[src/rtl/b58_pkg.sv]
package b58_pkg;

  // Radix of the digit store and the divide-by-radix reciprocal.
  localparam int unsigned RADIX       = 58;
  localparam int unsigned RECIP       = 1130;
  localparam int unsigned RECIP_SHIFT = 16;

  // Digits needed per payload byte, as the ratio log(256)/log(58) rounded up.
  localparam int unsigned DIGIT_NUM = 138;
  localparam int unsigned DIGIT_DEN = 100;

  // Most characters emitted for one payload, and the width of that count.
  localparam int unsigned MAX_OUT = 64;
  localparam int unsigned OW      = 7;

  // Widths of the fold arithmetic.
  localparam int unsigned DIGIT_W = 6;
  localparam int unsigned CARRY_W = 8;
  localparam int unsigned VALUE_W = 14;
  localparam int unsigned CHAR_W  = 7;

  localparam logic [CHAR_W-1:0] CHAR_ONE = 7'h31;

  typedef logic [DIGIT_W-1:0] digit_t;
  typedef logic [CHAR_W-1:0]  char_t;

  localparam logic [7:0] ALPHABET [RADIX] = '{
    "1", "2", "3", "4", "5", "6", "7", "8", "9",
    "A", "B", "C", "D", "E", "F", "G", "H", "J", "K", "L", "M", "N", "P", "Q", "R",
    "S", "T", "U", "V", "W", "X", "Y", "Z",
    "a", "b", "c", "d", "e", "f", "g", "h", "i", "j", "k", "m", "n", "o", "p", "q",
    "r", "s", "t", "u", "v", "w", "x", "y", "z"
  };

  // Maps one stored digit to its character; a code past the radix reads as digit zero.
  function automatic char_t digit_char(digit_t d);
    char_t c;
    if (d < DIGIT_W'(RADIX)) begin
      c = ALPHABET[d][CHAR_W-1:0];
    end else begin
      c = ALPHABET[0][CHAR_W-1:0];
    end
    return c;
  endfunction

endpackage

[src/rtl/b58_if.sv]
// Byte channel into the encoder.
interface b58_in_if;
  logic       valid;
  logic       ready;
  logic [7:0] data_byte;
  logic       is_last;

  modport source (output valid, output data_byte, output is_last, input ready);
  modport sink   (input valid, input data_byte, input is_last, output ready);
endinterface

// Character channel out of the encoder.
interface b58_out_if;
  logic       valid;
  logic       ready;
  logic [6:0] symbol_char;
  logic       last_symbol;
  logic       overflowed;

  modport source (output valid, output symbol_char, output last_symbol, output overflowed,
                  input ready);
  modport sink   (input valid, input symbol_char, input last_symbol, input overflowed,
                  output ready);
endinterface

[src/rtl/b58_ram.sv]
module b58_ram #(
  parameter int unsigned WIDTH = 6,
  parameter int unsigned DEPTH = 45
) (
  input  logic                     clk,
  input  logic                     we,
  input  logic [$clog2(DEPTH)-1:0] waddr,
  input  logic [WIDTH-1:0]         wdata,
  input  logic                     re,
  input  logic [$clog2(DEPTH)-1:0] raddr,
  output logic [WIDTH-1:0]         rdata
);

  logic [WIDTH-1:0] mem [DEPTH];
  logic [WIDTH-1:0] rdata_r;

  // One write port, one registered read port; read data holds until the next read.
  always_ff @(posedge clk) begin
    if (we) begin
      mem[waddr] <= wdata;
    end
    if (re) begin
      rdata_r <= mem[raddr];
    end
  end

  assign rdata = rdata_r;

endmodule

[src/rtl/b58_div58.sv]
module b58_div58 (
  input  logic [b58_pkg::VALUE_W-1:0] value,
  output logic [b58_pkg::CARRY_W-1:0] quo,
  output b58_pkg::digit_t             rem
);

  localparam int unsigned PW = b58_pkg::VALUE_W + 11;

  logic [PW-1:0]               prod;
  logic [b58_pkg::VALUE_W-1:0] quo_ext;
  logic [b58_pkg::VALUE_W-1:0] back;

  // Reciprocal multiply; exact for every value the fold can produce (below 14848).
  assign prod    = PW'(value) * PW'(b58_pkg::RECIP);
  assign quo_ext = b58_pkg::VALUE_W'(prod >> b58_pkg::RECIP_SHIFT);
  assign quo     = quo_ext[b58_pkg::CARRY_W-1:0];

  // Quotient times 58 as 64 - 4 - 2, then the remainder.
  assign back = (quo_ext << 6) - (quo_ext << 2) - (quo_ext << 1);
  assign rem  = b58_pkg::DIGIT_W'(value - back);

endmodule

[src/rtl/base58_encoder.sv]
// Base-58 encoder with the usual alphabet ('1'..'9', 'A'..'Z', 'a'..'z' without 0, O, I, l).
// The in_ch channel takes one payload byte per item, most significant first, with
// is_last on the final byte. The out_ch channel gives the encoded string, one
// character per item, with last_symbol on its final character and overflowed set
// on every character when the payload had more than MAX_BYTES bytes (extra bytes
// are dropped; a dropped final byte still ends the payload).
// Each byte is folded into a digit memory with a read-modify-write walk, one
// digit per cycle through the divide-by-58 unit, over the current digit count
// (up to 45 for 32 bytes), then any carry left is appended as new digits.
// in_ch is ready only while no byte or string is in work. After the final byte
// the string follows, at most 64 characters: each leading '1' goes straight to
// the output register, each digit character by a memory read, then that register.
// The output register holds a character while out_ch is stalled, and the next
// payload's first byte may be taken while the last character still waits.
// Synchronous reset empties the digit memory logically: the digit count acts as
// fill count, so no clearing pass is needed; the block is ready straight after.
module base58_encoder #(
  parameter int unsigned MAX_BYTES = 32
) (
  input  logic         clk,
  input  logic         rst_n,
  b58_in_if.sink       in_ch,
  b58_out_if.source    out_ch
);

  localparam int unsigned DEPTH = MAX_BYTES * b58_pkg::DIGIT_NUM / b58_pkg::DIGIT_DEN + 1;
  localparam int unsigned AW    = $clog2(DEPTH);
  localparam int unsigned CW    = $clog2(DEPTH + 1);
  localparam int unsigned BW    = $clog2(MAX_BYTES + 1);
  localparam int unsigned MW    = (BW > CW) ? BW : CW;
  localparam int unsigned SW    = ((MW > b58_pkg::OW) ? MW : b58_pkg::OW) + 1;
  localparam int unsigned OW    = b58_pkg::OW;

  localparam logic [2:0] ST_IDLE   = 3'd0;
  localparam logic [2:0] ST_FOLD   = 3'd1;
  localparam logic [2:0] ST_APPEND = 3'd2;
  localparam logic [2:0] ST_EMIT   = 3'd3;
  localparam logic [2:0] ST_RDATA  = 3'd4;

  logic [2:0]                  state_r, state_nxt;
  logic [CW-1:0]               dcount_r, dcount_nxt;
  logic [BW-1:0]               zpc_r, zpc_nxt;
  logic                        in_zp_r, in_zp_nxt;
  logic [BW-1:0]               bytes_r, bytes_nxt;
  logic                        ovf_r, ovf_nxt;
  logic                        last_r, last_nxt;
  logic                        fresh_r, fresh_nxt;
  logic [b58_pkg::CARRY_W-1:0] carry_r, carry_nxt;
  logic [AW-1:0]               idx_r, idx_nxt;
  logic [AW-1:0]               dptr_r, dptr_nxt;
  logic [BW-1:0]               zleft_r, zleft_nxt;
  logic [OW-1:0]               rem_r, rem_nxt;

  logic                        out_valid_r, out_valid_nxt;
  b58_pkg::char_t              out_char_r, out_char_nxt;
  logic                        out_last_r, out_last_nxt;
  logic                        out_ovf_r, out_ovf_nxt;

  logic                        ram_we;
  logic [AW-1:0]               ram_waddr;
  b58_pkg::digit_t             ram_wdata;
  logic                        ram_re;
  logic [AW-1:0]               ram_raddr;
  b58_pkg::digit_t             ram_rdata;

  logic [b58_pkg::VALUE_W-1:0] div_in;
  logic [b58_pkg::CARRY_W-1:0] div_quo;
  b58_pkg::digit_t             div_rem;

  logic                        in_acc;
  logic                        out_free;
  b58_pkg::digit_t             fold_digit;
  logic [BW-1:0]               zeros;
  logic [SW-1:0]               total;

  b58_ram #(
    .WIDTH (b58_pkg::DIGIT_W),
    .DEPTH (DEPTH)
  ) u_store (
    .clk   (clk),
    .we    (ram_we),
    .waddr (ram_waddr),
    .wdata (ram_wdata),
    .re    (ram_re),
    .raddr (ram_raddr),
    .rdata (ram_rdata)
  );

  b58_div58 u_div (
    .value (div_in),
    .quo   (div_quo),
    .rem   (div_rem)
  );

  assign in_ch.ready        = (state_r == ST_IDLE);
  assign in_acc             = in_ch.valid && in_ch.ready;
  assign out_free           = !out_valid_r || out_ch.ready;
  assign out_ch.valid       = out_valid_r;
  assign out_ch.symbol_char = out_char_r;
  assign out_ch.last_symbol = out_last_r;
  assign out_ch.overflowed  = out_ovf_r;

  // Digit zero of a fresh payload has never been written this time and reads as zero.
  assign fold_digit = (fresh_r && (idx_r == '0)) ? '0 : ram_rdata;

  // The divider sees a stored digit shifted up plus carry while folding, the carry alone
  // while appending.
  always_comb begin
    if (state_r == ST_FOLD) begin
      div_in = {fold_digit, {b58_pkg::CARRY_W{1'b0}}} + b58_pkg::VALUE_W'(carry_r);
    end else begin
      div_in = b58_pkg::VALUE_W'(carry_r);
    end
  end

  // Leading '1' count (the final byte never counts) and the uncapped string length.
  assign zeros = (in_zp_r && (zpc_r != '0)) ? zpc_r - 1'b1 : zpc_r;
  assign total = SW'(zeros) + SW'(dcount_r);

  // Sequencer: fold walk, append, then string output.
  always_comb begin
    state_nxt     = state_r;
    dcount_nxt    = dcount_r;
    zpc_nxt       = zpc_r;
    in_zp_nxt     = in_zp_r;
    bytes_nxt     = bytes_r;
    ovf_nxt       = ovf_r;
    last_nxt      = last_r;
    fresh_nxt     = fresh_r;
    carry_nxt     = carry_r;
    idx_nxt       = idx_r;
    dptr_nxt      = dptr_r;
    zleft_nxt     = zleft_r;
    rem_nxt       = rem_r;
    out_valid_nxt = out_valid_r && !out_ch.ready;
    out_char_nxt  = out_char_r;
    out_last_nxt  = out_last_r;
    out_ovf_nxt   = out_ovf_r;
    ram_we        = 1'b0;
    ram_waddr     = idx_r;
    ram_wdata     = div_rem;
    ram_re        = 1'b0;
    ram_raddr     = idx_r;

    case (state_r)
      ST_IDLE: begin
        if (in_acc) begin
          last_nxt = in_ch.is_last;
          if (bytes_r < BW'(MAX_BYTES)) begin
            bytes_nxt = bytes_r + 1'b1;
            fresh_nxt = (bytes_r == '0);
            if (in_zp_r) begin
              if (in_ch.data_byte == 8'd0) begin
                zpc_nxt = zpc_r + 1'b1;
              end else begin
                in_zp_nxt = 1'b0;
              end
            end
            carry_nxt = in_ch.data_byte;
            idx_nxt   = '0;
            ram_re    = 1'b1;
            ram_raddr = '0;
            state_nxt = ST_FOLD;
          end else begin
            ovf_nxt = 1'b1;
            if (in_ch.is_last) begin
              zleft_nxt = zeros;
              rem_nxt   = (total > SW'(b58_pkg::MAX_OUT)) ? OW'(b58_pkg::MAX_OUT) : OW'(total);
              dptr_nxt  = AW'(dcount_r - 1'b1);
              state_nxt = ST_EMIT;
            end
          end
        end
      end

      ST_FOLD: begin
        // Write back the updated digit while the next one is read.
        ram_we    = 1'b1;
        ram_waddr = idx_r;
        carry_nxt = div_quo;
        if ((CW'(idx_r) + 1'b1) < dcount_r) begin
          ram_re    = 1'b1;
          ram_raddr = idx_r + 1'b1;
          idx_nxt   = idx_r + 1'b1;
        end else begin
          state_nxt = ST_APPEND;
        end
      end

      ST_APPEND: begin
        if ((carry_r != '0) && (dcount_r < CW'(DEPTH))) begin
          ram_we     = 1'b1;
          ram_waddr  = AW'(dcount_r);
          carry_nxt  = div_quo;
          dcount_nxt = dcount_r + 1'b1;
        end else if (last_r) begin
          zleft_nxt = zeros;
          rem_nxt   = (total > SW'(b58_pkg::MAX_OUT)) ? OW'(b58_pkg::MAX_OUT) : OW'(total);
          dptr_nxt  = AW'(dcount_r - 1'b1);
          state_nxt = ST_EMIT;
        end else begin
          state_nxt = ST_IDLE;
        end
      end

      ST_EMIT: begin
        if (zleft_r != '0) begin
          if (out_free) begin
            out_valid_nxt = 1'b1;
            out_char_nxt  = b58_pkg::CHAR_ONE;
            out_last_nxt  = (rem_r == OW'(1));
            out_ovf_nxt   = ovf_r;
            zleft_nxt     = zleft_r - 1'b1;
            rem_nxt       = rem_r - 1'b1;
            if (rem_r == OW'(1)) begin
              state_nxt = ST_IDLE;
            end
          end
        end else begin
          ram_re    = 1'b1;
          ram_raddr = dptr_r;
          state_nxt = ST_RDATA;
        end
      end

      ST_RDATA: begin
        if (out_free) begin
          out_valid_nxt = 1'b1;
          out_char_nxt  = b58_pkg::digit_char(ram_rdata);
          out_last_nxt  = (rem_r == OW'(1));
          out_ovf_nxt   = ovf_r;
          dptr_nxt      = dptr_r - 1'b1;
          rem_nxt       = rem_r - 1'b1;
          if (rem_r == OW'(1)) begin
            state_nxt = ST_IDLE;
          end else begin
            state_nxt = ST_EMIT;
          end
        end
      end

      default: begin
        state_nxt = ST_IDLE;
      end
    endcase

    // The string is complete: clear the payload state for the next one.
    if (((state_r == ST_EMIT) || (state_r == ST_RDATA)) && (state_nxt == ST_IDLE)) begin
      dcount_nxt = CW'(1);
      zpc_nxt    = '0;
      in_zp_nxt  = 1'b1;
      bytes_nxt  = '0;
      ovf_nxt    = 1'b0;
    end
  end

  // Control registers.
  always_ff @(posedge clk) begin
    if (!rst_n) begin
      state_r     <= ST_IDLE;
      dcount_r    <= CW'(1);
      zpc_r       <= '0;
      in_zp_r     <= 1'b1;
      bytes_r     <= '0;
      ovf_r       <= 1'b0;
      out_valid_r <= 1'b0;
    end else begin
      state_r     <= state_nxt;
      dcount_r    <= dcount_nxt;
      zpc_r       <= zpc_nxt;
      in_zp_r     <= in_zp_nxt;
      bytes_r     <= bytes_nxt;
      ovf_r       <= ovf_nxt;
      out_valid_r <= out_valid_nxt;
    end
  end

  // Working and payload registers.
  always_ff @(posedge clk) begin
    last_r     <= last_nxt;
    fresh_r    <= fresh_nxt;
    carry_r    <= carry_nxt;
    idx_r      <= idx_nxt;
    dptr_r     <= dptr_nxt;
    zleft_r    <= zleft_nxt;
    rem_r      <= rem_nxt;
    out_char_r <= out_char_nxt;
    out_last_r <= out_last_nxt;
    out_ovf_r  <= out_ovf_nxt;
  end

endmodule
[src/flat_wrapper.sv]
// flat-port wrapper written by rule: the top's interface ports become plain ports
module base58_encoder_flat 
#(
  parameter int unsigned MAX_BYTES = 32
)
  (clk, rst_n, in_ch_valid, in_ch_data_byte, in_ch_is_last, in_ch_ready, out_ch_valid, out_ch_symbol_char, out_ch_last_symbol, out_ch_overflowed, out_ch_ready);
  b58_in_if in_ch_i ();
  b58_out_if out_ch_i ();
  input  logic clk;
  input  logic rst_n;
  input wire logic [$bits(in_ch_i.valid)-1:0] in_ch_valid;
  input wire logic [$bits(in_ch_i.data_byte)-1:0] in_ch_data_byte;
  input wire logic [$bits(in_ch_i.is_last)-1:0] in_ch_is_last;
  output wire logic [$bits(in_ch_i.ready)-1:0] in_ch_ready;
  output wire logic [$bits(out_ch_i.valid)-1:0] out_ch_valid;
  output wire logic [$bits(out_ch_i.symbol_char)-1:0] out_ch_symbol_char;
  output wire logic [$bits(out_ch_i.last_symbol)-1:0] out_ch_last_symbol;
  output wire logic [$bits(out_ch_i.overflowed)-1:0] out_ch_overflowed;
  input wire logic [$bits(out_ch_i.ready)-1:0] out_ch_ready;
  assign in_ch_i.valid = in_ch_valid;
  assign in_ch_i.data_byte = in_ch_data_byte;
  assign in_ch_i.is_last = in_ch_is_last;
  assign in_ch_ready = in_ch_i.ready;
  assign out_ch_valid = out_ch_i.valid;
  assign out_ch_symbol_char = out_ch_i.symbol_char;
  assign out_ch_last_symbol = out_ch_i.last_symbol;
  assign out_ch_overflowed = out_ch_i.overflowed;
  assign out_ch_i.ready = out_ch_ready;
  base58_encoder #(.MAX_BYTES(MAX_BYTES)) u_core (.clk(clk), .rst_n(rst_n), .in_ch(in_ch_i), .out_ch(out_ch_i));
endmodule
[config.mk]
export PLATFORM = sky130hd
export DESIGN_NAME = base58_encoder_flat
export DESIGN_NICKNAME = d
export VERILOG_FILES = /design/src/rtl/b58_pkg.sv /design/src/rtl/b58_if.sv /design/src/rtl/b58_ram.sv /design/src/rtl/b58_div58.sv /design/src/rtl/base58_encoder.sv /design/src/flat_wrapper.sv
export SDC_FILE = /design/constraint.sdc
export NUM_CORES = 1
export LEC_CHECK = 0
export ABC_AREA = 1
export BUFFER_PORTS_ARGS = -buffer_cell sky130_fd_sc_hd__buf_2
export CAP_MARGIN = 20
export CORE_MARGIN = 8
export CORE_UTILIZATION = 55
export CTS_BUF_LIST = sky130_fd_sc_hd__clkbuf_8
export DETAILED_ROUTE_END_ITERATION = 6
export PLACE_DENSITY_LB_ADDON = 0.08
export SLEW_MARGIN = 0
export SYNTH_ARGS = -nofsm -noshare
export SYNTH_HDL_FRONTEND = slang
export SYNTH_SLANG_ARGS = --single-unit
[constraint.sdc]
create_clock -name clk -period 9.6 [get_ports clk]
set_clock_uncertainty 0.1 [all_clocks]
set_input_delay 1.92 -clock clk [delete_from_list [all_inputs] [get_ports clk]]
set_output_delay 1.92 -clock clk [all_outputs]
set_load 0.01 [all_outputs]
==> impl_metrics.ini, run 1 <==
[floorplanning]
dieArea_um2 = 40900
rows = 68
initial_utilization_pct = 55.5
coreArea_um2 = 34400
boundaryPins = 24
die_w_um = 202
die_y_um = 202

[synthesis]
avgSynthCellArea_um2 = 9.66
async_flop_share_pct = 0
synth-edff-count = 320
yosys_warnings = 0
syn_area_um2 = 19100
synthFlopType = edfxtp_1
ys_ff_latch = 344
seq_area_frac_synth_pct = 52.9
postSynthCellCount = 1973
synth_fp_nets = 2129
ys_types = 52

[clock_tree]
cts.repair.resized = 0
ctsHoldBuffers = 0
cts_root_buf = clkbuf_8
cts_sinks = 344
htree_levels = 2
clk_latency_ps = 650
clkTransAtPathRegs_ps = 70
post_cts_buffers = 0
cts_buffers = 56
cts_tree = yes
cts_max_path_buffers = 3

[timing]
max_slew_margin_pct = 30.4
final-setup-viol-count = 0
period_minus_slack_ps = 7390
drv_slew = 0
finalCritPeriodShare_pct = 77.0
worst_slack_ps = 2210
worst_pin_slew_ps = 1040
hold_viol = 0
rsz0062_at_grt = false
fmax_mhz = 135
setup_tns_ps = 0

[global_route]
grt_max_degree = 89
antenna_found_initial = 0
grt.total_usage_pct = 22.4
grt_pass1_vias = 13563
grt_pass1_wl_mm = 73.2
gr-total-overflow = 0

[job]
max_cap_violations = 0

[cells_and_area]
layout_common_cells = 333 x inv_1, 320 x edfxtp_1, 317 x nand2_1
diodes = 0
nNetsFinal = 2154
final_core_util_pct = 60.0
syn_to_final_growth_pct = 8.19
final_common_cell = inv_1
fin_cells = 2497
drive_gt1_share_pct = 6.81

[drt]
ant_nets = 0
drtIter0Drc = 1008
totalWireLength_mm = 46.1
wl_met2_mm = 22.1
drt_first_pass_iters = 5
viasPerCell = 5.50
vias = 13735
route.detailed.drc = 0
met3WireLength_mm = 2.52
wl_met1_mm = 20.2
wire_per_inst_um = 18.4
highest_layer = met4

[placed_design]
dp_hpwl_mm = 30.4
io_buffers = 23
post-place-ws_ps = 1640
place.gp.congestion = 0.897
dp_cells = 2394

[worst_hold_path]
hold_path.class = flop to flop
min_from = u_core.bytes_r[0]
min_to = u_core.bytes_r[0]
whs_path_depth = 2

[critical_path]
rr_startpoint = u_core.idx_r[0]
crit_type = flop to flop
endpoint_kind = flop
crit_arrival_ps = 7640
slowest_stage = fa_1
crit_path_max_incr_delay_ps = 580
cpMostUsedCell = ha_1
r2r_slack_ps = 2210
cp_max_fo = 44
start_kind = flop
reg2reg_to = u_core.u_store.mem[16][5]
required_ps = 9850
reg2reg_depth = 29

[outcome]
status = finished, final reports clean
sequential cells by signal, indices dropped and copies added (netlist names), 3 cells and up:
signal	count
u_core.carry_r	8
u_core.dcount_r	6
u_core.out_ch.symbol_char	7
u_core.u_store.mem	270
u_core.state_r	3
u_core.dptr_r	6
u_core.zpc_r	6
u_core.idx_r	6
u_core.u_store.rdata	6
u_core.rem_r	7
u_core.zleft_r	6
u_core.bytes_r	6
critical path: cells and delay by family, from the launching register on:
kind / cells / cell delay (ps)
flops: 1 / 530
buf+inv: 5 / 670
fa+ha+maj: 8 / 2860
xor+xnor: 5 / 1280
compound gates: 2 / 230
simple gates: 9 / 1420
synth_stat cells, types with 25 or more instances:
library cell | count | share of area (%)
edfxtp_1 | 320 | 50
nand2_1 | 317 | 6.2
inv_1 | 312 | 6.1
nand3_1 | 265 | 7.0
nor2_1 | 138 | 2.7
ha_1 | 114 | 7.5
o21ai_0 | 74 | 1.9
a21oi_1 | 64 | 1.7
nand3b_1 | 62 | 2.4
xor2_1 | 35 | 1.6
clkbuf_1 | 31 | 0.61
fa_1 | 29 | 3.0
buf_2 | 25 | 0.66
worst max-delay path by stage:
| stage | end | slack (ps) | start |
|---|---|---|---|
| floorplan | u_core.u_store.mem[0][5] | 1940 | u_core.idx_r[0] |
| global placement | u_core.u_store.mem[36][5] | 1700 | u_core.idx_r[0] |
| detailed placement | u_core.u_store.mem[41][5] | 1640 | u_core.idx_r[0] |
| CTS | u_core.u_store.mem[28][5] | 1580 | u_core.idx_r[0] |
| global route | u_core.u_store.mem[28][5] | 1640 | u_core.idx_r[0] |
| finish | u_core.u_store.mem[16][5] | 2210 | u_core.idx_r[0] |
metrics by stage:
stage                     hold slack [ps]  area (um2)
after detailed placement              380       19600
after global routing                  408       20600
after global placement                377       19600
final                                 382       20600
after floorplan                       308       19100
after CTS                             389       20600
layer usage:
layer	track usage, %	vias to the layer above
met5	0	-
li1	-	6729
met1	29.7	6549
met3	3.43	81
met2	37.3	376
met4	7.82	0
area by class of cell:
class	count	area (um2)
repair buffers	40	255
well taps	455	569
multi-input cells	1234	7470
inverters	322	1210
flip-flops and latches	344	10100
clock inverters	44	234
clock buffers	58	798
fillers	2959	13700
cell families (layout without fill, tap and decap cells):
family	count (synthesis)	in the layout	synth area share, %
AO/OA/AOI/OAI	205	205	6.11
buffers and inverters	395	464	8.18
AND/OR/NAND/NOR	845	845	20.4
adder cells (fa/ha/maj)	143	143	10.5
flip-flops	344	344	52.9
XOR/XNOR	41	41	1.88
Power of run 1 is left out: the tool's default activity adds up to more than one toggle a clock period on the data nets, which glitch-free logic cannot reach.
==> run 2, diff against run 1 <==
==> constraint.sdc (replaced) <==
create_clock -name clk -period 6.93 [get_ports clk]
set_clock_uncertainty 0.1 [all_clocks]
set_input_delay 1.386 -clock clk [delete_from_list [all_inputs] [get_ports clk]]
set_output_delay 1.386 -clock clk [all_outputs]
set_load 0.01 [all_outputs]
==> run 2 against run 1 <==
Compared with the run above:
- register-to-register slack got worse by 1900 ps
- final cell count increased by 3.2%
- setup slack got worse by 1900 ps
- non-clock buffer count increased by 78
- sequential share of layout area decreased by 1.9 points
- critical path depth increased by 3
- global-route usage increased by 0.36 points
- count of clock-buffer cells in the layout decreased by 2
==> impl_metrics.ini, run 2 (synthesis gave the netlist of run 1 again) <==
[outcome]
status = finished, final reports clean

[clock_tree]
clkTransAtPathRegs_ps = 60
cts_tree = yes
cts_sinks = 344
cts_buffers = 56
cts_max_path_buffers = 3
ctsHoldBuffers = 0
clk_latency_ps = 650
cts_root_buf = clkbuf_8
htree_levels = 2

[critical_path]
crit_type = flop to flop
crit_path_max_incr_delay_ps = 570
crit_arrival_ps = 6880
slowest_stage = fa_1
cp_max_fo = 6
start_kind = flop
endpoint_kind = flop
cpMostUsedCell = ha_1
required_ps = 7220

[timing]
finalCritPeriodShare_pct = 95.2
max_slew_margin_pct = 25.3
hold_slack_ps = 331
fmax_mhz = 152
worst_slack_ps = 331
period_minus_slack_ps = 6600
drv_slew = 0
hold_viol = 0
final-setup-viol-count = 0
worst_pin_slew_ps = 1120

[cells_and_area]
stdcell_area_um2 = 21500
largest_reg_flops = 270
diodes = 0
fillers = 2950
reg.largest.list = u_core.u_store.mem x270, u_core.carry_r x8
drive_gt1_share_pct = 11.4
final_common_cell = inv_1
nNetsFinal = 2235
regMostFlops = u_core.u_store.mem
syn_to_final_growth_pct = 12.7
layout_common_cells = 324 x inv_1, 320 x edfxtp_1, 316 x nand2_1
final_core_util_pct = 62.5

[drt]
viasPerCell = 5.44
vias = 14026
route.detailed.drc = 0
drtIter0Drc = 1048
wire_per_inst_um = 18.1
drt_first_pass_iters = 6
ant_nets = 0
totalWireLength_mm = 46.7

[placed_design]
io_buffers = 23
dp_hpwl_mm = 30.9
dpl_cell_area_um2 = 20100
post-place-ws_ps = -560
place.gp.congestion = 0.918

[worst_hold_path]
hold_path.class = flop to flop

[floorplanning]
coreArea_um2 = 34400
dieArea_um2 = 40900
die_w_um = 202
boundaryPins = 24
initial_utilization_pct = 55.5
rows = 68
die_y_um = 202

[global_route]
grt_pass1_vias = 13566
grt_max_degree = 92
antenna_found_initial = 0
gr-total-overflow = 0
grt_pass1_wl_mm = 74.0
grt.total_usage_pct = 22.8

[job]
max_cap_violations = 0
run 2: changes by cell type in the layout (fill, tap and decap cells not counted), sizes merged:
cell / change
clkinvlp: -1
clkinv: +8
inv: -7
clkbuf: -2
buf: +78
bufinv: +2
xor2: +3
run 2: repair_timing:
item / in CTS / in global routing
setup buffers: 2 / 7
cloned: 3 / 0
hold endpoints to repair: 0 / 0
pin swaps: 1 / 9
gates resized for setup: 5 / 21
endpoints found under the setup margin: 45 / 45
run 2: per-layer routing:
| metal | part of all wire (%) | global-route usage, % | up-vias |
|---|---|---|---|
| li1 | - | - | 6887 |
| met1 | 44 | 30.0 | 6663 |
| met2 | 49 | 38.2 | 385 |
| met3 | 5.2 | 3.39 | 91 |
| met4 | 2.6 | 7.80 | 0 |
| met5 | 0 | 0 | - |
run 2: path summary, 6_finish.rpt:
kind                                       from                         to  slack, ps  cells after the start
worst max-delay path            u_core.idx_r[0]  u_core.u_store.mem[34][5]        330                     32
worst min-delay path               u_core.ovf_r   u_core.out_ch.overflowed        330                      0
worst min register to register     u_core.ovf_r   u_core.out_ch.overflowed        330                      0
worst max register to register  u_core.idx_r[0]  u_core.u_store.mem[34][5]        330                     32
run 2: area by class of cell:
type	count	area (um2)	area share [%]
Sequential cell	344	10100	47.0
Multi-Input combinational cell	1237	7650	35.6
Inverter	322	1210	5.63
Timing Repair Buffer	118	892	4.15
Clock buffer	56	771	3.59
Tap cell	455	569	2.65
Clock inverter	46	298	1.39
run 2: critical path: cells and delay by family, from the launching register on:
| family | cells | cell delay, ps |
|---|---|---|
| xor gates and xnor gates | 5 | 900 |
| and+or+nand+nor | 10 | 1170 |
| DFF | 1 | 350 |
| adders and majority gates | 8 | 2790 |
| buffers and inverters | 8 | 940 |
| AOI/OAI and AO/OA | 1 | 80 |
run 2: metrics by stage:
stage / instances / TNS (ps)
finish: 2578 / 0
global route: 2578 / -6.15
CTS: 2570 / 0
detailed placement: 2463 / -25080
global placement: 2463 / -15580
floorplan: 1973 / 0
Power of run 2 is left out for the same reason.
==> run 3, diff against run 2 <==
--- a/config.mk
+++ b/config.mk
@@ -7,9 +7,9 @@
 export LEC_CHECK = 0
 export ABC_AREA = 1
 export BUFFER_PORTS_ARGS = -buffer_cell sky130_fd_sc_hd__buf_2
-export CAP_MARGIN = 20
+export CAP_MARGIN = 40
 export CORE_MARGIN = 8
-export CORE_UTILIZATION = 55
+export CORE_UTILIZATION = 41
 export CTS_BUF_LIST = sky130_fd_sc_hd__clkbuf_8
 export DETAILED_ROUTE_END_ITERATION = 6
 export PLACE_DENSITY_LB_ADDON = 0.08
==> run 3 against run 2 <==
Compared with the run above:
- critical endpoint is now u_core.u_store.mem[38][5]
- critical path depth up 1
- register-to-register slack better by 20 ps
- global-route usage down 4.3 points
- hold slack worse by 2.0 ps
- sequential share of layout area down 0.24 points
- core utilization down 16 points
==> impl_metrics.ini, run 3 (synthesis gave the netlist of run 1 again) <==
[outcome]
status = finished, final reports clean

[worst_hold_path]
min_from = u_core.ovf_r
hold_path.class = flop to flop
min_to = u_core.out_ch.overflowed
whs_path_depth = 0

[job]
max_cap_violations = 0

[cells_and_area]
fin_cells = 2736
syn_to_final_growth_pct = 13.3
fillers = 4420
reg.largest.list = u_core.u_store.mem x270, u_core.carry_r x8
final_common_cell = inv_1
regMostFlops = u_core.u_store.mem
largest_reg_flops = 270
diodes = 0
drive_gt1_share_pct = 11.2
final_core_util_pct = 46.7
nNetsFinal = 2239
layout_common_cells = 336 x inv_1, 320 x edfxtp_1, 315 x nand2_1

[critical_path]
cpMostUsedCell = ha_1
crit_path_max_incr_delay_ps = 590
reg2reg_depth = 33
start_kind = flop
rr_startpoint = u_core.idx_r[0]
endpoint_kind = flop
crit_cells = 33
critical_path_buf_inv_count = 7
crit_type = flop to flop
cp_max_fo = 18
slowest_stage = fa_1
reg2reg_to = u_core.u_store.mem[38][5]
r2r_slack_ps = 350
required_ps = 7240
crit_arrival_ps = 6890
cp_top_family = adder cells

[global_route]
grt_pass1_vias = 13727
antenna_found_initial = 0
grt_max_degree = 67
grt_pass1_wl_mm = 77.9
gr-total-overflow = 0
grt.total_usage_pct = 18.5

[floorplanning]
initial_utilization_pct = 41.2
die_w_um = 232
dieArea_um2 = 53600
boundaryPins = 24
rows = 79
die_y_um = 232
coreArea_um2 = 46300

[clock_tree]
htree_levels = 2
cts_buffers = 60
cts_root_buf = clkbuf_8
clk_latency_ps = 670
ctsHoldBuffers = 0
cts_sinks = 344
cts_tree = yes
cts_max_path_buffers = 3
clkTransAtPathRegs_ps = 60

[timing]
final-setup-viol-count = 0
drv_slew = 0
fmax_mhz = 152
hold_slack_ps = 329
period_minus_slack_ps = 6580
max_slew_margin_pct = 39.9
worst_pin_slew_ps = 901
finalCritPeriodShare_pct = 94.9
hold_viol = 0

[drt]
vias = 13958
route.detailed.drc = 0
drtIter0Drc = 1063
totalWireLength_mm = 49.9
ant_nets = 0
drt_first_pass_iters = 5
wire_per_inst_um = 18.2
viasPerCell = 5.10

[placed_design]
dp_cells = 2624
io_buffers = 23
place.gp.congestion = 0.847
dp_hpwl_mm = 34.0
[run 3: cell types whose count changed in the layout (fill, tap and decap cells not counted), sizes merged]
| cell | delta |
|---|---|
| clkinv | -4 |
| clkbuf | +5 |
| inv | +11 |
| buf | +2 |
| clkinvlp | -1 |
| xor2 | -3 |
| bufinv | -4 |
[run 3: final cells by class]
type | count | area (um2) | share of cell area, %
clock buffer | 60 | 826 | 3.82
multi-input combinational | 1234 | 7590 | 35.1
timing repair buffer | 121 | 913 | 4.23
inverter | 322 | 1210 | 5.60
sequential | 344 | 10100 | 46.7
tap | 607 | 759 | 3.52
clock inverter | 48 | 205 | 0.950
[run 3: what timing repair did]
item,CTS,global route
setup endpoints to repair,0,104
buffers inserted,0,3
resized for setup,0,20
[run 3: per-layer routing]
layer | track usage, % | share of wire (%)
met1 | 25.5 | 47
met2 | 29.2 | 45
met3 | 3.45 | 5.1
met4 | 5.88 | 2.6
met5 | 0 | 0
[run 3: worst max-delay path by stage]
| stage | slack (ps) | end | start |
|---|---|---|---|
| 2_1_floorplan | 130 | u_core.u_store.mem[0][5] | u_core.state_r[0] |
| 3_3_place_gp | -320 | u_core.u_store.mem[28][5] | u_core.idx_r[0] |
| 3_5_place_dp | 130 | u_core.u_store.mem[28][5] | u_core.idx_r[0] |
| 4_1_cts | 100 | u_core.u_store.mem[41][5] | u_core.idx_r[0] |
| 5_1_grt | -6 | u_core.u_store.mem[38][5] | u_core.idx_r[1] |
| 6_report | 350 | u_core.u_store.mem[38][5] | u_core.idx_r[0] |
[run 3: worst reg2reg max path: cells and delay by family, from the launching register on]
kind                       cells  cell delay [ps]
DFF                            1              380
xor gates and xnor gates       4              650
and+or+nand+nor               11             1190
buffers and inverters          7              860
AOI/OAI and AO/OA              3              400
adders and majority gates      8             2750
[run 3: through the flow]
| stage | setup slack (ps) | area (um2) | setup TNS (ps) |
|---|---|---|---|
| floorplan | 128 | 19100 | 0 |
| global placement | -321 | 20400 | -14300 |
| detailed placement | 126 | 20400 | 0 |
| CTS | 96.3 | 21400 | 0 |
| global route | -5.73 | 21600 | -30.2 |
| finish | 353 | 21600 | 0 |
Power of run 3 is left out for the same reason.
